<file path="config.mk">
export PLATFORM = sky130hd
export DESIGN_NAME = tcw_queue
export DESIGN_NICKNAME = d
export VERILOG_FILES = /design/src/rtl/core/tcw_pkg.sv /design/src/rtl/core/tcw_queue.sv
export SDC_FILE = /design/constraint.sdc
export NUM_CORES = 1
export LEC_CHECK = 0
export ABC_CLOCK_PERIOD_IN_PS = 4890
export BUFFER_PORTS_ARGS = -buffer_cell sky130_fd_sc_hd__buf_4
export CAP_MARGIN = 20
export CORE_UTILIZATION = 56
export CTS_CLUSTER_DIAMETER = 150
export CTS_CLUSTER_SIZE = 25
export DETAILED_ROUTE_END_ITERATION = 7
export GPL_TIMING_DRIVEN = 0
export PLACE_DENSITY = 0.85
export SLEW_MARGIN = 20
export SYNTH_ARGS = -nofsm -noshare
export SYNTH_HDL_FRONTEND = slang
export SYNTH_SLANG_ARGS = --single-unit
</file>
<file path="constraint.sdc">
create_clock -name clk_i -period 4.89 [get_ports clk_i]
set_input_delay 1.467 -clock clk_i [delete_from_list [all_inputs] [get_ports clk_i]]
set_output_delay 1.467 -clock clk_i [all_outputs]
set_load 0.02 [all_outputs]
</file>
<file path="src/rtl/core/tcw_pkg.sv">
package tcw_pkg;

  // input command kinds
  localparam logic [1:0] KIND_PUT    = 2'd0;
  localparam logic [1:0] KIND_CLEAR  = 2'd1;
  localparam logic [1:0] KIND_READ   = 2'd2;
  localparam logic [1:0] KIND_UNUSED = 2'd3;

  // special character codes
  localparam logic [7:0] NEWLINE_CODE = 8'd10;
  localparam logic [7:0] RETURN_CODE  = 8'd13;
  localparam logic [7:0] SPACE_CODE   = 8'h20;

  // blank cell after reset: space, light grey on black
  localparam logic [15:0] RESET_BLANK = 16'h0720;

  // command queue between front and back
  localparam int unsigned QUEUE_DEPTH = 2;
  localparam int unsigned QPTR_W      = $clog2(QUEUE_DEPTH);

  typedef enum logic [2:0] {
    OP_PUT,
    OP_NEWLINE,
    OP_RETURN,
    OP_CLEAR,
    OP_READ,
    OP_NOP
  } tcw_op_e;

  typedef struct packed {
    tcw_op_e     op;
    logic [7:0]  char_code;
    logic [7:0]  color;
    logic [10:0] read_index;
    logic        read_ok;
  } tcw_cmd_t;

endpackage

</file>
<file path="src/rtl/core/tcw_queue.sv">
module tcw_queue (
  input  logic              clk_i,
  input  logic              rst_ni,
  input  logic              push_i,
  input  tcw_pkg::tcw_cmd_t push_cmd_i,
  output logic              full_o,
  output logic              pop_valid_o,
  output tcw_pkg::tcw_cmd_t pop_cmd_o,
  input  logic              pop_i
);

  localparam int unsigned CNT_W = tcw_pkg::QPTR_W + 1;

  tcw_pkg::tcw_cmd_t              entry_q [tcw_pkg::QUEUE_DEPTH];
  logic [tcw_pkg::QPTR_W-1:0]     wr_ptr_q, wr_ptr_d;
  logic [tcw_pkg::QPTR_W-1:0]     rd_ptr_q, rd_ptr_d;
  logic [CNT_W-1:0]               count_q, count_d;
  logic                           do_push, do_pop;

  assign full_o      = (count_q == CNT_W'(tcw_pkg::QUEUE_DEPTH));
  assign pop_valid_o = (count_q != '0);
  assign pop_cmd_o   = entry_q[rd_ptr_q];

  assign do_push = push_i && !full_o;
  assign do_pop  = pop_i && pop_valid_o;

  // pointer and fill count update
  always_comb begin
    wr_ptr_d = wr_ptr_q;
    rd_ptr_d = rd_ptr_q;
    count_d  = count_q;
    if (do_push) begin
      wr_ptr_d = wr_ptr_q + tcw_pkg::QPTR_W'(1);
    end
    if (do_pop) begin
      rd_ptr_d = rd_ptr_q + tcw_pkg::QPTR_W'(1);
    end
    if (do_push && !do_pop) begin
      count_d = count_q + CNT_W'(1);
    end else if (!do_push && do_pop) begin
      count_d = count_q - CNT_W'(1);
    end
  end

  always_ff @(posedge clk_i or negedge rst_ni) begin
    if (!rst_ni) begin
      wr_ptr_q <= '0;
      rd_ptr_q <= '0;
      count_q  <= '0;
    end else begin
      wr_ptr_q <= wr_ptr_d;
      rd_ptr_q <= rd_ptr_d;
      count_q  <= count_d;
    end
  end

  // entry storage
  always_ff @(posedge clk_i) begin
    if (do_push) begin
      entry_q[wr_ptr_q] <= push_cmd_i;
    end
  end

endmodule

</file>
==> flow_summary.toml, run 1 <==
[synth]
ys.flop_type = "edfxtp_1"
ys_ff_latch = 66
yosysTopAreaCell = "edfxtp_1"
synth_area_leaders = "edfxtp_1, mux2_4, dfrtp_1"
synth_area_um2 = 2590
ys_async_sr_fraction_pct = 6.06
yosysMostFrequentCell = "edfxtp_1"
syn-instance-count = 116
yosysSeqAreaShare_pct = 75.7
ys_types = 16
syn_area_per_cell_um2 = 22.3
yosysWarnings = 0
synth_top_cell_area_share_pct = 71.8
synth_nets = 152
synth_edf_count = 62
ys_top_cells_by_count = "edfxtp_1, mux2_4, dfrtp_1"

[critical_path]
crit_start = "rd_ptr_q$_DFFE_PN0P_"
cp_top_family = "buffers and inverters"
critPathCapture = "pop_cmd_o[2]"
worst-setup-path-type = "flip-flop to output port"
crit_path_top_delay_cell = "dfrtp_1"
r2r_slack_ns = 3.24
reg2reg_to = "entry_q[1][30]$_DFFE_PP_"
cp.required_ns = 3.42
critical-path-max-stage-delay_ns = 0.37
critPathCaptureType = "output port"
rr_worst_depth = 2
crit_path_cell_trace = "buf_6 > buf_12 > mux2_4 > buf_4"
reg2reg_from = "count_q[0]$_DFFE_PN0P_"
path_max_fanout = 10
crit_path_start_kind = "flip-flop"
worst-path-buf-inv = 3
critPathArrivalTime_ns = 1.46
cp_num_cells = 4

[routing]
antenna_left = 0
wirelength_um = 4340
wl_per_cell_um = 17.3
drc = 0
drt_iter0_drc = 62
via_per_inst = 5.21
vias = 1308
first_pass_iters = 4

[clock_tree]
tritoncts = "built"
cts-root-buf = "clkbuf_8"
htreeDepth = 3
cts_resized = 0
clk_path_buf_depth = 2
post_cts_buffers = 0
clkSlewWorstSetupHoldPaths_ns = 0.06
worstSkewPairLatency_ns = 0.33
cts_made_buffers = 9
cts.sinks = 66
ctsHoldBuffers = 0

[grt]
grt_pass1_wl_um = 6710
antenna_found_initial = 0
grt_pass1_vias = 1418
grt_max_degree = 32
overflow = 0
grt.total_usage_pct = 19.2

[timing]
worstMarginPinSlew_ns = 0.727
timing.hold.ws_ns = 0.493
tns_ns = 0
fin_skew_ns = 0.00680
relSlewSlack_pct = 51.6
setup_viol = 0
drv_slew = 0
hold_viol = 0
fmax_mhz = 342
rsz0062_at_grt = "no"
period_share_pct = 59.8
period_needed_ns = 2.92

[power]
p_comb_share_pct = 40.7
switching_share_pct = 30.6
peakVddDrop_mv = 0.439
p_leak_uw = 0.00140
p_total_uw = 2180
p_seq_share_pct = 37.6
p_switching_uw = 668
p_per_area_nw_per_um2 = 641
intPower_uw = 1510
clockPowerShare_pct = 21.7

[hold_path]
hold_path.class = "flip-flop to flip-flop"

[finish]
nNetsFinal = 231
n_fill_cell = 247
layout-drive-gt1-share_pct = 60.3
area_growth_pct = 31.3
antenna_cells = 0
multi_input_comb_area_um2 = 559
final_area_um2 = 3400
instances_no_fill = 251
regArea_um2 = 1960

[place]
placed_cells = 236
portBuffers = 67
gp_congestion = 0.680
hpwl_um = 3030
placed_cell_area_um2 = 3200

[floorplan]
dieWidth_um = 70.0
initial_core_util_pct = 58.7
pin_count = 68
coreArea_um2 = 4410
die_h_um = 70.0
num_rows = 24
die-area_um2 = 4900

[status]
status = "complete, no violations"

[job]
cap_violations = 0
## layout make-up
| cell class | instances | area share (%) |
|---|---|---|
| plain buffers | 4 | 2.10 |
| clock buffers | 9 | 3.64 |
| multi-input cells | 44 | 16.4 |
| repair buffers | 68 | 15.6 |
| flip-flops and latches | 66 | 57.7 |
| well taps | 52 | 1.91 |
| clock inverters | 6 | 2.43 |
| inverters | 2 | 0.221 |
## per-layer routing
layer  global-route usage, %  vias to the layer above  share of wire [%]  wire length (um)
met4                    11.1                        0                2.4               102
li1                        -                      603                  -                 -
met1                    20.9                      638                 38              1650
met2                    31.6                       58                 53              2310
met3                    7.79                        9                6.2               271
met5                       0                        -                  0                 0
## kinds of logic (layout without fill, tap and decap cells)
kind of cell,Yosys count,count (layout),synth area share [%]
flops,66,66,75.7
mux,31,31,17.7
simple gates,7,7,1.40
buf+inv,6,89,3.04
xor+xnor,5,5,1.69
fa+ha+maj,1,1,0.483
## placed cells by master (no fill, tap or decap), drive strengths merged, types with 2 or more instances in the layout
cell / instances
buf: 72
bufinv: 2
clkbuf: 9
clkinv: 4
dfrtp: 4
edfxtp: 62
inv: 2
mux2: 31
nand2: 2
nor2: 2
xnor2: 3
xor2: 2
## how the worst min path moves through the flow
stage | end | slack (ns) | cells past startpoint | start
final | count_q[1]$_DFFE_PN0P_ | 0.49 | 1 | count_q[1]$_DFFE_PN0P_
after global routing | count_q[1]$_DFFE_PN0P_ | 0.53 | 1 | count_q[1]$_DFFE_PN0P_
after CTS | count_q[1]$_DFFE_PN0P_ | 0.50 | 1 | count_q[1]$_DFFE_PN0P_
after detailed placement | count_q[1]$_DFFE_PN0P_ | 0.48 | 1 | count_q[1]$_DFFE_PN0P_
after global placement | count_q[1]$_DFFE_PN0P_ | 0.47 | 1 | count_q[1]$_DFFE_PN0P_
after floorplan | count_q[1]$_DFFE_PN0P_ | 0.46 | 1 | count_q[1]$_DFFE_PN0P_
## stage by stage
stage / utilization (%) / setup slack [ns]
after detailed placement: 72.4 / 2.25
after global routing: 77.1 / 1.93
after CTS: 77.1 / 1.95
final: 77.1 / 1.97
after floorplan: - / 1.60
after global placement: 71.6 / 0.960
## registers in the layout, indices dropped and copies added (netlist names)
register	flops
count_q	2
wr_ptr_q	1
rd_ptr_q	1
entry_q	62
## power by group through the flow
stage | Combinational [uW] | Clock (uW) | Sequential, uW
detailed placement | 895 | 0 | 833
global route | 934 | 500 | 832
floorplan | 601 | 0 | 821
finish | 887 | 474 | 821
CTS | 900 | 480 | 822
global placement | 848 | 0 | 827
(Power assumes the default switching activity.)
==> run 2: changes to the inputs <==
--- a/config.mk
+++ b/config.mk
@@ -5,15 +5,15 @@
 export SDC_FILE = /design/constraint.sdc
 export NUM_CORES = 1
 export LEC_CHECK = 0
-export ABC_CLOCK_PERIOD_IN_PS = 4890
+export ABC_CLOCK_PERIOD_IN_PS = 2900
 export BUFFER_PORTS_ARGS = -buffer_cell sky130_fd_sc_hd__buf_4
 export CAP_MARGIN = 20
-export CORE_UTILIZATION = 56
+export CORE_UTILIZATION = 52
 export CTS_CLUSTER_DIAMETER = 150
 export CTS_CLUSTER_SIZE = 25
 export DETAILED_ROUTE_END_ITERATION = 7
 export GPL_TIMING_DRIVEN = 0
-export PLACE_DENSITY = 0.85
+export PLACE_DENSITY = 0.8
 export SLEW_MARGIN = 20
 export SYNTH_ARGS = -nofsm -noshare
 export SYNTH_HDL_FRONTEND = slang
==> constraint.sdc (replaced) <==
create_clock -name clk_i -period 2.9 [get_ports clk_i]
set_input_delay 0.87 -clock clk_i [delete_from_list [all_inputs] [get_ports clk_i]]
set_output_delay 0.87 -clock clk_i [all_outputs]
set_load 0.02 [all_outputs]
==> run 2 against run 1 <==
Cell area stayed put; global-route usage is 2.5 points lower; routed wire length is 6.1% lower; sequential power is 68% higher; clock power is 54% higher; utilization is 5.5 points lower; register-to-register slack worse by 2.0 ns; die area is 7.5% higher; non-clock buffer count stayed put; sequential share of layout area stayed put; combinational power is 67% higher; critical path type unchanged; critical endpoint unchanged; largest cell class unchanged.
==> flow_summary.toml, run 2 (same netlist as run 1, synthesis figures left out) <==
[status]
status = "complete, no violations"

[finish]
area_growth_pct = 31.3
mostFrequentLayoutCells = "buf_4, edfxtp_1, mux2_4, clkbuf_8, dfrtp_1"
reg_top3 = "entry_q x62, count_q x2"
nNetsFinal = 231
n_fill_cell = 324
fin_util_pct = 71.6
largest_reg_flops = 62
regMostFlops = "entry_q"
mostFrequentLayoutCell = "buf_4"
antenna_cells = 0
layout-drive-gt1-share_pct = 59.0

[routing]
first_pass_iters = 4
wl_per_cell_um = 15.3
antenna_left = 0
via_per_inst = 4.73
vias = 1264
drt_iter0_drc = 61
wirelength_um = 4070
drc = 0

[clock_tree]
cts_made_buffers = 9
tritoncts = "built"
cts-root-buf = "clkbuf_8"
htreeDepth = 3
cts.sinks = 66
clkSlewWorstSetupHoldPaths_ns = 0.07
ctsHoldBuffers = 0
post_cts_buffers = 0
worstSkewPairLatency_ns = 0.32
cts_resized = 0
clk_path_buf_depth = 2

[floorplan]
die-area_um2 = 5270
coreArea_um2 = 4750
pin_count = 68
dieWidth_um = 72.6
initial_core_util_pct = 54.5
num_rows = 25
die_h_um = 72.6

[timing]
hold_viol = 0
worstMarginPinSlew_ns = 0.740
drv_slew = 0
fin_skew_ns = 0.00806
period_share_pct = 79.5
rsz0062_at_grt = "no"
timing.hold.ws_ns = 0.327
fmax_mhz = 434
relSlewSlack_pct = 50.6
period_needed_ns = 2.31
setup_viol = 0

[critical_path]
cp.required_ns = 2.03
critPathCaptureType = "output port"
worst-setup-path-type = "flip-flop to output port"
crit_path_start_kind = "flip-flop"
critPathArrivalTime_ns = 1.44
path_max_fanout = 10

[power]
p_per_area_nw_per_um2 = 1060
peakVddDrop_mv = 0.733
p_leak_uw = 0.00139

[job]
cap_violations = 0

[place]
hpwl_um = 2760
portBuffers = 67
gp_congestion = 0.672

[grt]
grt.total_usage_pct = 16.7
antenna_found_initial = 0
grt_pass1_wl_um = 6060
overflow = 0
grt_pass1_vias = 1300
grt_max_degree = 32

[hold_path]
hold_path.class = "input port to async pin"
## run 2: cell count changes in the layout (fill, tap and decap cells not counted), sizes merged
cell / delta
bufinv: -1
clkinv: -2
clkbuf: +4
## run 2: worst max-delay path: stages, from the launching register on
cell and delay, ns:
dfrtp_1 0.37, buf_6 0.14, buf_12 0.15, mux2_4 0.30, buf_4 0.16
## run 2: path summary, 6_finish.rpt
path                                             start                        to  slack [ns]  cells after the start
min in group clk_i              count_q[1]$_DFFE_PN0P_    count_q[1]$_DFFE_PN0P_        0.50                      1
max in group asynchronous                       rst_ni      wr_ptr_q$_DFFE_PN0P_        2.46                      1
worst max-delay path              rd_ptr_q$_DFFE_PN0P_              pop_cmd_o[2]        0.59                      4
worst min register to register  count_q[1]$_DFFE_PN0P_    count_q[1]$_DFFE_PN0P_        0.50                      1
worst max register to register  count_q[0]$_DFFE_PN0P_  entry_q[0][18]$_DFFE_PP_        1.23                      4
worst min-delay path                            rst_ni    count_q[0]$_DFFE_PN0P_        0.33                      1
## run 2: per-stage QoR
step	TNS [ns]	cell area [um^2]	power (uW)	worst slack [ns]	instances
after floorplan	0	2590	2400	0.209	116
after global routing	0	3400	3750	0.541	267
final	0	3400	3590	0.594	267
after global placement	-13.58	3180	2820	-0.439	250
after CTS	0	3400	3640	0.567	267
after detailed placement	0	3210	2900	0.847	251
## run 2: area by class of cell
cell class	instances	area [um^2]	area share, %
Clock inverter	3	38.8	1.14
Clock buffer	13	149	4.38
Sequential cell	66	1960	57.7
Buffer	4	71.3	2.10
Tap cell	67	83.8	2.46
Inverter	2	7.51	0.221
Multi-Input combinational cell	44	559	16.4
Timing Repair Buffer	68	531	15.6
## run 2: power breakdown
part / leakage, uW / internal, uW / total [uW] / switching [uW]
Combinational: 0.000672 / 768 / 1480 / 710
Sequential: 0.000623 / 1310 / 1380 / 73.4
Clock: 0.0000951 / 418 / 730 / 312
## run 2: metal layers
layer | global-route usage [%] | routed length [um]
met1 | 18.7 | 1620
met2 | 27.9 | 2190
met3 | 3.87 | 184
met4 | 12.4 | 85
met5 | 0 | 0
