--- config.mk ---
export PLATFORM = sky130hd
export DESIGN_NAME = tcw_front
export DESIGN_NICKNAME = d
export VERILOG_FILES = /design/src/rtl/core/tcw_pkg.sv /design/src/rtl/core/tcw_front.sv
export SDC_FILE = /design/constraint.sdc
export NUM_CORES = 1
export LEC_CHECK = 0
export ABC_AREA = 1
export BUFFER_PORTS_ARGS = -buffer_cell sky130_fd_sc_hd__buf_2
export CAP_MARGIN = 30
export CORE_AREA = 2 2 39 41
export DETAILED_ROUTE_END_ITERATION = 16
export DIE_AREA = 0 0 41 43
export PLACE_DENSITY_LB_ADDON = 0.15
export SYNTH_ARGS = -nofsm -noshare
export SYNTH_HDL_FRONTEND = slang
export SYNTH_SLANG_ARGS = --single-unit
--- constraint.sdc ---
create_clock -name vclk -period 0.8
set_input_delay 0.16 -clock vclk [all_inputs]
set_output_delay 0.16 -clock vclk [all_outputs]
set_load 0.05 [all_outputs]
--- src/rtl/core/tcw_pkg.sv ---
package tcw_pkg;

  // input command kinds
  localparam logic [1:0] KIND_PUT    = 2'd0;
  localparam logic [1:0] KIND_CLEAR  = 2'd1;
  localparam logic [1:0] KIND_READ   = 2'd2;
  localparam logic [1:0] KIND_UNUSED = 2'd3;

  // special character codes
  localparam logic [7:0] NEWLINE_CODE = 8'd10;
  localparam logic [7:0] RETURN_CODE  = 8'd13;
  localparam logic [7:0] SPACE_CODE   = 8'h20;

  // blank cell after reset: space, light grey on black
  localparam logic [15:0] RESET_BLANK = 16'h0720;

  // command queue between front and back
  localparam int unsigned QUEUE_DEPTH = 2;
  localparam int unsigned QPTR_W      = $clog2(QUEUE_DEPTH);

  typedef enum logic [2:0] {
    OP_PUT,
    OP_NEWLINE,
    OP_RETURN,
    OP_CLEAR,
    OP_READ,
    OP_NOP
  } tcw_op_e;

  typedef struct packed {
    tcw_op_e     op;
    logic [7:0]  char_code;
    logic [7:0]  color;
    logic [10:0] read_index;
    logic        read_ok;
  } tcw_cmd_t;

endpackage

--- src/rtl/core/tcw_front.sv ---
module tcw_front #(
  parameter int unsigned CELLS = 2000
) (
  input  logic              in_valid_i,
  output logic              in_ready_o,
  input  logic [1:0]        kind_i,
  input  logic [7:0]        char_code_i,
  input  logic [7:0]        color_i,
  input  logic [10:0]       read_index_i,
  input  logic              q_full_i,
  input  logic              init_busy_i,
  output logic              push_o,
  output tcw_pkg::tcw_cmd_t cmd_o
);

  // hold off input while the queue is full or the store is being initialized
  assign in_ready_o = !q_full_i && !init_busy_i;
  assign push_o     = in_valid_i && in_ready_o;

  // classify the incoming beat into a back-end operation
  always_comb begin
    cmd_o.char_code  = char_code_i;
    cmd_o.color      = color_i;
    cmd_o.read_index = read_index_i;
    cmd_o.read_ok    = (32'(read_index_i) < 32'(CELLS));
    unique case (kind_i)
      tcw_pkg::KIND_PUT: begin
        if (char_code_i == tcw_pkg::NEWLINE_CODE) begin
          cmd_o.op = tcw_pkg::OP_NEWLINE;
        end else if (char_code_i == tcw_pkg::RETURN_CODE) begin
          cmd_o.op = tcw_pkg::OP_RETURN;
        end else begin
          cmd_o.op = tcw_pkg::OP_PUT;
        end
      end
      tcw_pkg::KIND_CLEAR:  cmd_o.op = tcw_pkg::OP_CLEAR;
      tcw_pkg::KIND_READ:   cmd_o.op = tcw_pkg::OP_READ;
      tcw_pkg::KIND_UNUSED: cmd_o.op = tcw_pkg::OP_NOP;
      default:              cmd_o.op = tcw_pkg::OP_NOP;
    endcase
  end

endmodule

==> impl_metrics.ini, run 1 <==
[flow_run]
cap_violations = 0

[finish]
n_fill_cell = 143
seqCellArea_um2 = 0
layout_commonest_cell = buf_2
drive_gt1_share_pct = 83.8
design.seq.count = 0
multiInputGateArea_um2 = 164
finalNonFillerCells = 90
clock_buffers = 0
areaGrowthSynthToFinish_pct = 76.2
final_net_count = 108
fin_area_um2 = 573
most-common-layout-cells = buf_2, buf_6, nand2_1
post-route-util_pct = 41.4
diodes = 0

[logic_synthesis]
syn_inst = 57
synth_cell_types = 9
seq_area_frac_synth_pct = 0
avgSynthCellArea_um2 = 5.71
yosys_warnings = 0
postSynthNetCount = 89
syn-cell-area_um2 = 325

[power]
p_total_mw = 0.448
p_leak_nw = 0.312
ir_worst_vdd_uv = 268
powerDensity_nw_per_um2 = 781

[detailed_routing]
wl_um = 721
vias_per_cell = 3.78
ant_nets = 0
drc_errors = 0
drtIter0Drc = 3
dr.pass1.iters = 3
vias = 340
wl_per_cell_um = 8.01

[placed_design]
place.gp.congestion = 0.636
portBuffers = 41
dp.cells = 90
dpl_cell_area_um2 = 413
place_ws_ns = -0.271
dp_hpwl_um = 601

[timing]
hold_ws_ns = 0.320
hold_violations = 0
rsz0062_at_grt = true
slew_viol_final = 0
period_share_pct = 115
setup_tns_ns = -0.234
timing.final.ws_setup_ns = -0.123
fmaxAchievable_ghz = 1.08
fin_crit_ns = 0.923
setup_violations = 2
slew_headroom_pct = 83.4
worst_pin_slew_ns = 0.251

[global_route]
gr-max-usage-layer = met2
groute.usage.overall_pct = 7.39
use_met1_pct = 8.23
globalRouteMet3Util_pct = 0
grt_start_max_net_pins = 4
grt_pass1_wl_um = 993
grt_overflow = 0
grt_pass1_vias = 265
gr-usage-met2_pct = 13.8
antenna_found_initial = 0

[critical_path]
arrival_ns = 0.76
crit_path_max_fanout = 2
crit_path_end_kind = output pin
cp_data_required_time_ns = 0.64
cp-start-kind = input pin
timing_worst_setup_path_type = input pin to output pin

[run_status]
status = finished with violations
violations = setup timing

[floorplan]
dieArea_um2 = 1760
start_util_pct = 23.5
die_w_um = 41
io_pins = 65
fp-row-count = 14
die_h_um = 43
core_um2 = 1380

[cts]
cts_hold_buffers = 0
post_cts_buffers = 0

[hold_path]
hp-start = color_i[0]
min_path_type = input pin to output pin
min_to = cmd_o[12]
hold_depth = 0
-- power breakdown --
part	leakage, nW	switching, mW	internal (mW)
sequential	0	0	0
combinational	0.312	0.277	0.170
clock	0	0	0
total	0.312	0.277	0.170
-- cells by family after synthesis --
family	count (synthesis)	share of synthesized area, %
buf+inv	35	71.5
simple gates	22	28.5
-- per-layer routing --
metal | routed length [um] | part of all wire, %
met5 | 0 | 0
met4 | 2 | 0.28
met3 | 114 | 16
met2 | 403 | 56
met1 | 201 | 28
-- synthesized netlist by cell type, drive strengths merged --
cell type	n	area, um^2
nand3	1	5.00
clkbuf	1	3.75
buf	27	203
nand4	1	6.26
inv	7	26.3
nor2	8	32.5
nor3b	1	7.51
nand2	11	41.3
-- how the worst max path moves through the flow --
| stage | cells past startpoint | to | start | slack [ns] |
|---|---|---|---|---|
| final | 7 | cmd_o[29] | char_code_i[5] | -0.12 |
| after global routing | 7 | cmd_o[29] | char_code_i[5] | -0.18 |
| after CTS | 7 | cmd_o[29] | char_code_i[7] | -0.15 |
| after detailed placement | 7 | cmd_o[29] | char_code_i[4] | -0.27 |
| after global placement | 7 | cmd_o[29] | char_code_i[6] | -0.26 |
| after floorplan | 3 | cmd_o[0] | read_index_i[5] | -0.10 |
-- layout make-up --
class | instances | share of cell area [%]
Multi-Input combinational cell | 22 | 28.6
Tap cell | 16 | 3.49
Timing Repair Buffer | 45 | 63.3
Inverter | 7 | 4.59
-- critical path, cell delays in order --
cell and delay (ns):
buf_6 0.09, inv_2 0.04, nand2_2 0.05, nor2_4 0.11, nand3_2 0.10, nand2_4 0.07
buf_8 0.14
-- what timing repair did --
item / CTS / global route
setup endpoints to repair: 4 / 5
gates resized for setup: 27 / 16
pin swaps: 10 / 9
No activity file was read; power rests on OpenSTA's default activity.
==> run 2: changes to the inputs <==
ABC_AREA = default   (was 1)
TNS_END_PERCENT = 100   (was default)
==> run 2 against run 1 <==
Net effect:
- the flow still finishes with violations (setup timing)
- power shrank 14%
- global-route usage decreased by 1.0 points
- largest power group unchanged
- sequential share of layout area did not move
- utilization decreased by 9.9 points
- synthesized cell count fell by 32%
- worst hold slack is the same
- non-clock buffer count decreased by 3
- final cell count decreased by 23%
==> impl_metrics.ini, run 2 <==
[critical_path]
cp-start-kind = input pin
max_stage_delay_ns = 0.28
timing_worst_setup_path_type = input pin to output pin
crit_path_max_fanout = 2
cp_data_required_time_ns = 0.64
cpMostUsedCell = buf_8
cpMaxStageDelayCell = nor4b_4
crit_chain = buf_8 -> nor4b_4 -> a41o_2 -> buf_8
crit_path_end_kind = output pin
arrival_ns = 0.92

[finish]
areaGrowthSynthToFinish_pct = 52.4
most-common-layout-cells = buf_2, buf_6, buf_8
diodes = 0
post-route-util_pct = 31.6
seqCellArea_um2 = 0
layout_commonest_cell = buf_2
design.seq.count = 0
fin_area_um2 = 437
clock_buffers = 0
final_net_count = 87
drive_gt1_share_pct = 92.5

[logic_synthesis]
synth_compound_area_share_pct = 10.0
seq_area_frac_synth_pct = 0
yosys.cell_count.top_type = buf_4
synth_top_cell_area_share_pct = 70.7
synth_largest_area_cell = buf_4
avgSynthCellArea_um2 = 7.35
yosys-top-cells-area = buf_4, nor4b_2, nor2_1
netlist_top_cells_count = buf_4, nor2_1
postSynthNetCount = 71
yosys_warnings = 0
syn_inst = 39
synthSimpleGateAreaFrac_pct = 16.6
synth_mux_area_share_pct = 0
yosys.area_share.adder_pct = 0
syn-cell-area_um2 = 287
synth_top_family_by_area = buffers and inverters
synth_cell_types = 11
synth_xor_area_share_pct = 0

[power]
ir_worst_vdd_uv = 243
p_total_mw = 0.385
powerDensity_nw_per_um2 = 881
p_leak_nw = 0.243

[floorplan]
fp-row-count = 14
start_util_pct = 20.7
io_pins = 65
dieArea_um2 = 1760
core_um2 = 1380
die_w_um = 41
die_h_um = 43

[global_route]
grt_start_max_net_pins = 4
grt_pass1_vias = 235
groute.usage.overall_pct = 6.39
grt_pass1_wl_um = 828
grt_overflow = 0
antenna_found_initial = 0

[hold_path]
min_to = cmd_o[13]
min_path_type = input pin to output pin
hold_depth = 0
hp-start = color_i[1]

[timing]
rsz0062_at_grt = true
hold_violations = 0
slew_viol_final = 0
setup_violations = 3
fmaxAchievable_ghz = 0.923
period_share_pct = 135
slew_headroom_pct = 83.0
fin_crit_ns = 1.08
timing.final.ws_setup_ns = -0.283
worst_pin_slew_ns = 0.257

[placed_design]
dpl_cell_area_um2 = 350
place.gp.congestion = 0.553
portBuffers = 41
dp_hpwl_um = 594

[detailed_routing]
drtIter0Drc = 1
wl_per_cell_um = 10.2
drc_errors = 0
wl_um = 702
ant_nets = 0
vias_per_cell = 4.19
vias = 289
dr.pass1.iters = 4

[run_status]
violations = setup timing
status = finished with violations

[cts]
cts_hold_buffers = 0
post_cts_buffers = 0

[flow_run]
cap_violations = 0
run 2: how the worst max path moves through the flow:
stage	cells after the start	startpoint	endpoint	slack, ns
floorplan	2	kind_i[1]	cmd_o[29]	-0.17
global placement	4	kind_i[1]	cmd_o[28]	-0.40
detailed placement	4	kind_i[1]	cmd_o[28]	-0.41
CTS	4	char_code_i[4]	cmd_o[28]	-0.29
global route	4	char_code_i[4]	cmd_o[28]	-0.31
finish	4	char_code_i[4]	cmd_o[28]	-0.28
run 2: layout make-up:
class | count | area (um^2)
inverter | 1 | 3.75
fill | 152 | 947
multi-input combinational | 10 | 120
timing repair buffer | 42 | 293
tap | 16 | 20.0
run 2: report_power, final:
part | leakage, nW | switching (mW) | internal (mW)
sequential | 0 | 0 | 0
clock | 0 | 0 | 0
combinational | 0.243 | 0.255 | 0.130
total | 0.243 | 0.255 | 0.130
run 2: cells by family after synthesis:
family | after synthesis
compound gates | 3
buf+inv | 29
simple gates | 7
run 2: metrics by stage:
| stage | instances | hold WS [ns] | worst slack (ns) | setup TNS, ns |
|---|---|---|---|---|
| 6_report | 69 | 0.320 | -0.283 | -0.593 |
| 5_1_grt | 69 | 0.320 | -0.312 | -0.674 |
| 4_1_cts | 69 | 0.320 | -0.289 | -0.607 |
| 3_5_place_dp | 69 | 0.320 | -0.408 | -1.12 |
| 3_3_place_gp | 69 | 0.320 | -0.399 | -1.10 |
| 2_1_floorplan | 39 | 0.375 | -0.170 | -0.495 |
run 2: critical path, delay by kind of cell:
family	cells	cell delay [ns]
AND/OR/NAND/NOR	1	0.28
buffers and inverters	2	0.24
AO/OA/AOI/OAI	1	0.24
run 2: per-layer routing:
metal  global-route usage [%]  routed length (um)
met1                     2.85                 157
met2                     15.0                 375
met3                        0                 135
met4                     4.67                  34
met5                        0                   0
run 2: what timing repair did:
action | 4_1_cts | 5_1_grt
resized for setup | 18 | 2
pin swaps | 6 | 3
setup endpoints to repair | 4 | 4
==> run 3: changes to the inputs <==
CORE_AREA = 3 3 40 42   (was 2 2 39 41)
DIE_AREA = 0 0 43 45   (was 0 0 41 43)
==> run 3 against run 2 <==
Net effect:
- the run still ends with setup timing left
- sequential cell count did not move
- maximum frequency rose by 1.4%
- routed wire length rose by 13%
- utilization rose by 2.6 points
- non-clock buffer count rose by 1
- cell area rose by 0.57%
- die area rose by 9.8%
- setup slack improved by 0.015 ns
- critical path type unchanged
- critical endpoint unchanged
- highest routed layer unchanged
==> impl_metrics.ini, run 3 (synthesis results as in run 2) <==
[detailed_routing]
wl_um = 792
dr.pass1.iters = 3
drtIter0Drc = 1
vias = 277
ant_nets = 0
wl_per_cell_um = 11.5
vias_per_cell = 4.01
drc_errors = 0

[timing]
fin_crit_ns = 1.07
slew_viol_final = 0
hold_violations = 0
timing.final.ws_setup_ns = -0.268
rsz0062_at_grt = true
fmaxAchievable_ghz = 0.936
worst_pin_slew_ns = 0.253
slew_headroom_pct = 83.3
setup_violations = 3
period_share_pct = 134

[finish]
multiInputGateArea_um2 = 120
final_net_count = 88
drive_gt1_share_pct = 92.6
most-common-layout-cells = buf_2, buf_6, buf_8
layout_commonest_cell = buf_2
diodes = 0
clock_buffers = 0
n_fill_cell = 132
design.seq.count = 0
areaGrowthSynthToFinish_pct = 53.3
seqCellArea_um2 = 0

[global_route]
grt_pass1_wl_um = 1020
groute.usage.overall_pct = 6.47
grt_overflow = 0
grt_pass1_vias = 254
gr-max-usage-layer = met2
grt_start_max_net_pins = 4
gr-usage-met2_pct = 13.5
antenna_found_initial = 0
globalRouteMet3Util_pct = 0.398
use_met1_pct = 6.43

[critical_path]
crit_chain = buf_6 -> nor4b_4 -> a41o_2 -> buf_8
cp_num_buf_inv = 2
cp-start-kind = input pin
arrival_ns = 0.91
crit_path_end_kind = output pin
max_stage_delay_ns = 0.27
cp_data_required_time_ns = 0.64
crit_family = simple AND/OR/NAND/NOR gates
crit_path_max_fanout = 2
cpMaxStageDelayCell = nor4b_4
timing_worst_setup_path_type = input pin to output pin

[floorplan]
io_pins = 65
die_w_um = 43
core_um2 = 1280
die_h_um = 45
start_util_pct = 22.3
dieArea_um2 = 1940
fp-row-count = 13

[flow_run]
cap_violations = 0

[run_status]
violations = setup timing
status = finished with violations

[placed_design]
place.gp.congestion = 0.674
portBuffers = 41
place_ws_ns = -0.396

[power]
powerDensity_nw_per_um2 = 886
p_total_mw = 0.389
p_leak_nw = 0.246
ir_worst_vdd_uv = 244

[hold_path]
min_path_type = input pin to output pin

[cts]
cts_hold_buffers = 0
-- run 3: report_power, final --
group	internal, mW	total, mW	switching, mW
clock network	0	0	0
logic	0.131	0.389	0.258
registers	0	0	0
-- run 3: path summary, 6_finish.rpt --
check,slack [ns],cells past startpoint,endpoint,startpoint
setup / recovery,-0.27,4,cmd_o[28],char_code_i[4]
hold / removal,0.32,0,cmd_o[17],color_i[5]
-- run 3: per-stage QoR --
stage,setup TNS [ns],cells,utilization [%],hold slack [ns],cell area [um^2]
floorplan,-0.495,39,-,0.375,324
global placement,-1.09,69,27.8,0.321,357
detailed placement,-1.09,69,27.8,0.321,357
CTS,-0.580,69,34.0,0.321,437
global route,-0.639,69,34.2,0.320,439
finish,-0.557,69,34.2,0.320,439
-- run 3: what timing repair did --
item                                    in CTS  in global routing
endpoints found under the setup margin       4                  5
setup buffers                                0                  0
resized for setup                           19                  1
pin swaps                                    7                  1
-- run 3: routing by layer --
layer  part of all wire (%)  up-vias
li1                       -      131
met1                     27      118
met2                     58       20
met3                     11        8
met4                    3.5        0
met5                      0        -
-- run 3: cell type report --
type                            instances  area share, %
Timing Repair Buffer                   43           67.5
Multi-Input combinational cell         10           27.4
Tap cell                               15           4.27
Inverter                                1          0.855
